$ cat src/hw/rtl/fcfl_pkg.sv
package fcfl_pkg;

	localparam int FUNC_W     = 2;
	localparam int IDX_W      = 9;
	localparam int STATUS_W   = 2;
	localparam int ADDR_W     = 48;
	localparam int CS_W       = 13;
	localparam int COUNT_W    = 10;
	localparam int CFG_IDX_W  = 1;
	localparam int CFG_DATA_W = 48;

	localparam int S_TDATA_W  = 16;
	localparam int S_TUSER_W  = 3;
	localparam int M_TDATA_W  = 80;
	localparam int M_TUSER_W  = 2;

	localparam logic [FUNC_W-1:0] FUNC_INIT    = 2'd0;
	localparam logic [FUNC_W-1:0] FUNC_ALLOC   = 2'd1;
	localparam logic [FUNC_W-1:0] FUNC_RELEASE = 2'd2;

	localparam logic [STATUS_W-1:0] ST_DONE    = 2'd0;
	localparam logic [STATUS_W-1:0] ST_EMPTY   = 2'd1;
	localparam logic [STATUS_W-1:0] ST_IGNORED = 2'd2;

	localparam logic [CFG_IDX_W-1:0] REG_CHUNK_SIZE = 1'b0;
	localparam logic [CFG_IDX_W-1:0] REG_PAGE_BASE  = 1'b1;

	localparam logic [CS_W-1:0] CHUNK_SIZE_RST = 13'd8;

	typedef struct packed {
		logic latch;
		logic init_start;
		logic init_step;
		logic alloc_rd;
		logic alloc_wb;
		logic fail_alloc;
		logic exec_rel;
		logic exec_misc;
	} cmd_t;

	typedef struct packed {
		logic              out_free;
		logic              head_null;
		logic              chunk0_ok;
		logic              next_ok;
		logic [FUNC_W-1:0] func;
	} sts_t;

endpackage

$ cat src/hw/rtl/fcfl_ctrl.sv
module fcfl_ctrl (
	input  logic          clk,
	input  logic          arst_n,
	input  logic          s_tvalid,
	output logic          s_tready,
	input  fcfl_pkg::sts_t sts,
	output fcfl_pkg::cmd_t cmd
);

	import fcfl_pkg::*;

	typedef enum logic [3:0] {
		ST_IDLE      = 4'b0001,
		ST_EXEC      = 4'b0010,
		ST_ALLOC_WB  = 4'b0100,
		ST_INIT_WALK = 4'b1000
	} state_t;

	state_t state_q, state_d;

	assign s_tready = (state_q == ST_IDLE);

	always_comb begin
		state_d = state_q;
		cmd     = '0;
		cmd.latch = s_tvalid && s_tready;
		unique case (state_q)
			ST_IDLE: begin
				if (s_tvalid) begin
					state_d = ST_EXEC;
				end
			end
			ST_EXEC: begin
				if (sts.out_free) begin
					unique case (sts.func)
						FUNC_INIT: begin
							cmd.init_start = 1'b1;
							state_d = sts.chunk0_ok ? ST_INIT_WALK : ST_IDLE;
						end
						FUNC_ALLOC: begin
							if (sts.head_null) begin
								cmd.fail_alloc = 1'b1;
								state_d = ST_IDLE;
							end else begin
								cmd.alloc_rd = 1'b1;
								state_d = ST_ALLOC_WB;
							end
						end
						FUNC_RELEASE: begin
							cmd.exec_rel = 1'b1;
							state_d = ST_IDLE;
						end
						default: begin
							cmd.exec_misc = 1'b1;
							state_d = ST_IDLE;
						end
					endcase
				end
			end
			ST_ALLOC_WB: begin
				cmd.alloc_wb = 1'b1;
				state_d = ST_IDLE;
			end
			ST_INIT_WALK: begin
				cmd.init_step = 1'b1;
				if (!sts.next_ok) begin
					state_d = ST_IDLE;
				end
			end
			default: begin
				state_d = ST_IDLE;
			end
		endcase
	end

	always_ff @(posedge clk or negedge arst_n) begin
		if (!arst_n) begin
			state_q <= ST_IDLE;
		end else begin
			state_q <= state_d;
		end
	end

endmodule

$ cat config.mk
export PLATFORM = sky130hd
export DESIGN_NAME = fcfl_ctrl
export DESIGN_NICKNAME = d
export VERILOG_FILES = /design/src/hw/rtl/fcfl_pkg.sv /design/src/hw/rtl/fcfl_ctrl.sv
export SDC_FILE = /design/constraint.sdc
export NUM_CORES = 1
export LEC_CHECK = 0
export BUFFER_PORTS_ARGS = -buffer_cell sky130_fd_sc_hd__buf_2
export CORE_AREA = 2 2 39 41
export CTS_CLUSTER_DIAMETER = 200
export DETAILED_ROUTE_END_ITERATION = 8
export DIE_AREA = 0 0 41 43
export SLEW_MARGIN = 30
export SYNTH_ARGS = -nofsm -noshare
export SYNTH_HDL_FRONTEND = slang
export SYNTH_SLANG_ARGS = --single-unit
$ cat constraint.sdc
create_clock -name clk -period 2.5 [get_ports clk]
set_input_delay 0.5 -clock clk [delete_from_list [all_inputs] [get_ports clk]]
set_output_delay 0.5 -clock clk [all_outputs]
set_load 0.01 [all_outputs]
# --- Word-level counts from Yosys, hierarchy flattened ---
# Cells that the tools add are included.
# Widths: inputs -> output; s select.
totals:
  reg_bits: 4
  latch_bits: 0
  ramBits: 0
  romBits: 0
  out_inout_bits: 9
  word_cells: 36
  memories: 0
op_classes:
  add_sub_neg: 0
  multipliers: 0
  div: 0
  n_lt_le_gt_ge: 0
  n_eq_ne: 9
  n_shift: 0
  n_mux: 22
  n_bitwise: 0
  n_reduce_logical: 4
op_table:
  columns: ["op", "n"]
  rows:
  - ["$mux 4", 4]
  - ["$mux 1", 13]
  - ["$pmux 4 s3", 1]
  - ["$mux 3", 3]
  - ["$pmux 4 s2", 1]
  - ["$ne 2x2->1 const B", 3]
  - ["$eq 4x1->1 const B", 1]
  - ["$eq 4x2->1 const B", 1]
  - ["$eq 4x3->1 const B", 1]
  - ["$eq 4x4->1 const B", 1]
  - ["$reduce_and 3->1", 1]
  - ["$reduce_or 3->1", 1]
  - ["$eq 2x1->1 const B", 1]
  - ["$eq 2x2->1 const B", 1]
  - ["$logic_not 2->1", 1]
  - ["$logic_and 1x1->1", 1]

# --- Longest topological paths before layout ---
depth:
  ltp_word: 5
  mapped_depth: 4

# --- Least setup slack after synthesis ---
# No wires, ideal clock.
synth_timing:
  kind: "flip-flop to output port"
  start: "register state_q[0]"
  end: "output cmd[2] (netlist bit)"
  arrival_time_ns: 1.438
  setup_slack_ns: 0.562
  path_stages_with_launch: 5
  path_cell_list: "dfstp_2 buf_4 or4_1 buf_2 nor3_1"
synth_rtl:
  columns: ["item", "line_no", "rtl"]
  rows:
  - ["from (decl)", "fcfl_ctrl.sv:19", "state_t state_q, state_d;"]
  - ["from (signal assigned)", "fcfl_ctrl.sv:80", "state_q <= state_d;"]
  - ["to (decl)", "fcfl_ctrl.sv:7", "output fcfl_pkg::cmd_t cmd"]

==> impl_metrics.yaml <==
synthesis:
  synthDistinctLibCells: 20
  ys_seq_area_frac: 0.336
  syn_nets: 44
  syn_avg_cell_area_um2: 8.62
  synth-seq-cells: 4
  synthCells: 35
  synth.cell_area_um2: 302
  netlist.area_leader.share: 0.249
  yosys_warnings: 0
  yosys.area.top_type: "dfrtp_1"
  synth_area_leaders: "dfrtp_1, dfstp_2, nor4b_1"
cells_and_area:
  layout_commonest_cell: "buf_2"
  largest_reg_flops: 4
  drive_above_1_share: 0.444
  diodes: 0
  reg_top3: "state_q x4"
  layout_common_cells: "buf_2, nor3_1"
  fin_nets: 64
  largest-register: "state_q"
  area_delta_synth_final_pct: 39.4
  fin_area_um2: 420
  final_util: 0.304
cts:
  cts_max_level: 1
  tritoncts: "done"
  numCtsBuffers: 3
  cts_setup_buffers: 0
  cts_resized: 0
  cts-root-buf: "clkbuf_4"
  cts.path.max_buffers: 2
  worst_skew_pair.late_latency_ns: 0.24
  cts-hold-fix-buffers: 0
  cts.sinks: 4
  clkSlewWorstSetupHoldPaths_ns: 0.04
sta:
  finalSetupViolCount: 0
  fin_crit_ns: 2.28
  clock_skew_ns: 0.00484
  slew_viol_final: 0
  hold_violations: 0
  rsz0062_at_grt: "false"
  hold_ws_ns: 0.0504
  max_freq_ghz: 0.439
  fin_setup_tns_ns: 0
  tightest_slew_ns: 0.251
  fin_crit_sh: 0.910
  slew_headroom: 0.830
setup_path:
  r2r-start: "state_q[3]$_DFFE_PN0P_"
  arrival_ns: 1.78
  cp_num_buf_inv: 1
  crit_fanout: 7
  cp_cell_sequence: "nand2b_1, or4_1, nor3_1, buf_2"
  crit_family: "simple AND/OR/NAND/NOR gates"
  path_class: "flip-flop to output pin"
  cp.required_ns: 2.00
  crit_slowest_cell: "or4_1"
  r2r_end: "state_q[2]$_DFFE_PN0P_"
  cpPeakStageDelay_ns: 0.54
  r2r.worst_path.cells: 3
  critPathLaunchType: "flip-flop"
  r2r_slack_ns: 0.96
  end_kind: "output pin"
floorplan:
  fp.dieH_um: 43
  die_w_um: 41
  start_util: 0.218
  rows: 14
  ioPinCount: 18
  dieArea_mm2: 0.00176
  coreArea_mm2: 0.00138
power:
  p_switching_uw: 116
  switching_share: 0.361
  pwr-share-comb: 0.347
  power_density_mw_per_mm2: 767
  p_leak_uw: 0.000196
  ir_worst_vdd_mv: 0.185
  seqPwrFrac: 0.375
  p_int_uw: 206
  clkPwrFrac: 0.278
placement:
  portBuffers: 17
  gp_congestion: 0.658
  dpl-instance-area_um2: 394
  hpwl_um: 549
drt:
  wl_um: 700
  drc: 0
  vias: 338
  antenna_left: 0
  drt_iter0_markers: 7
  routed_via_density: 4.83
  wl_per_cell_um: 10.0
  first_pass_iters: 4
global_routing:
  grt_pass1_vias: 261
  grt_pass1_wl_um: 1010
  grtUsageTotal: 0.0917
  grt_overflow: 0
  antenna_found_initial: 0
  grt_max_degree: 11
hold_path:
  min_path_type: "input pin to asynchronous set/reset pin"
run:
  maxCapViolCount: 0
status:
  status: "complete, no violations"
==> worst max path at each step <==
stage | end | slack [ns] | cells after the start | start
3_5_place_dp | cmd[1] | 0.41 | 5 | sts[5]
6_report | cmd[4] | 0.22 | 4 | state_q[3]$_DFFE_PN0P_
2_1_floorplan | cmd[2] | 0.56 | 4 | state_q[0]$_DFFE_PN1P_
3_3_place_gp | cmd[1] | 0.41 | 5 | sts[5]
4_1_cts | cmd[4] | 0.23 | 4 | state_q[3]$_DFFE_PN0P_
5_1_grt | cmd[2] | 0.11 | 4 | state_q[3]$_DFFE_PN0P_
==> cells by family after synthesis <==
kind of cell / Yosys count / share of synthesized area
buf+inv: 3 / 0.0539
compound gates: 6 / 0.124
simple gates: 22 / 0.486
flops: 4 / 0.336
==> power groups by stage <==
stage / clock (uW) / sequential [uW] / combinational [uW]
finish: 89.8 / 121 / 112
global route: 97.6 / 125 / 123
CTS: 95.4 / 120 / 112
detailed placement: 0 / 121 / 112
global placement: 0 / 121 / 111
floorplan: 0 / 100 / 102
==> synthesized netlist by cell type <==
master,n
a211oi_1,2
dfrtp_1,3
nand2_1,2
nor3b_2,1
buf_4,1
or4_1,2
nor3b_1,1
nor3_1,5
o21ai_0,1
nor2_1,2
dfstp_2,1
or3b_2,1
nand2b_1,3
buf_2,1
and3b_2,1
inv_1,1
nand3b_1,1
a21oi_1,2
nor4b_1,3
o31ai_1,1
==> layer usage <==
layer / global-route usage / routed length, um / up-vias
li1: - / - / 169
met1: 0.111 / 338 / 146
met2: 0.109 / 277 / 21
met3: 0.0366 / 65 / 2
met4: 0.100 / 19 / 0
met5: 0 / 0 / -
==> final cells by class <==
cell class | count | area, um2
inverter | 1 | 3.75
tap | 16 | 20.0
multi-input combinational | 28 | 184
sequential | 4 | 101
fill | 155 | 963
timing repair buffer | 17 | 85.1
clock buffer | 4 | 26.3
==> worst reg2reg max path, cell delays in order, from the launching register on <==
cell	delay, ns
dfrtp_1	0.43
nand2b_1	0.22
or4_1	0.54
nor3_1	0.27
==> stage by stage <==
stage | power, uW | std cells | setup WS [ns]
final | 323 | 70 | 0.224
after global routing | 346 | 70 | 0.110
after CTS | 328 | 70 | 0.233
after detailed placement | 233 | 66 | 0.409
after global placement | 232 | 66 | 0.414
after floorplan | 202 | 35 | 0.562
(Power assumes the default switching activity.)
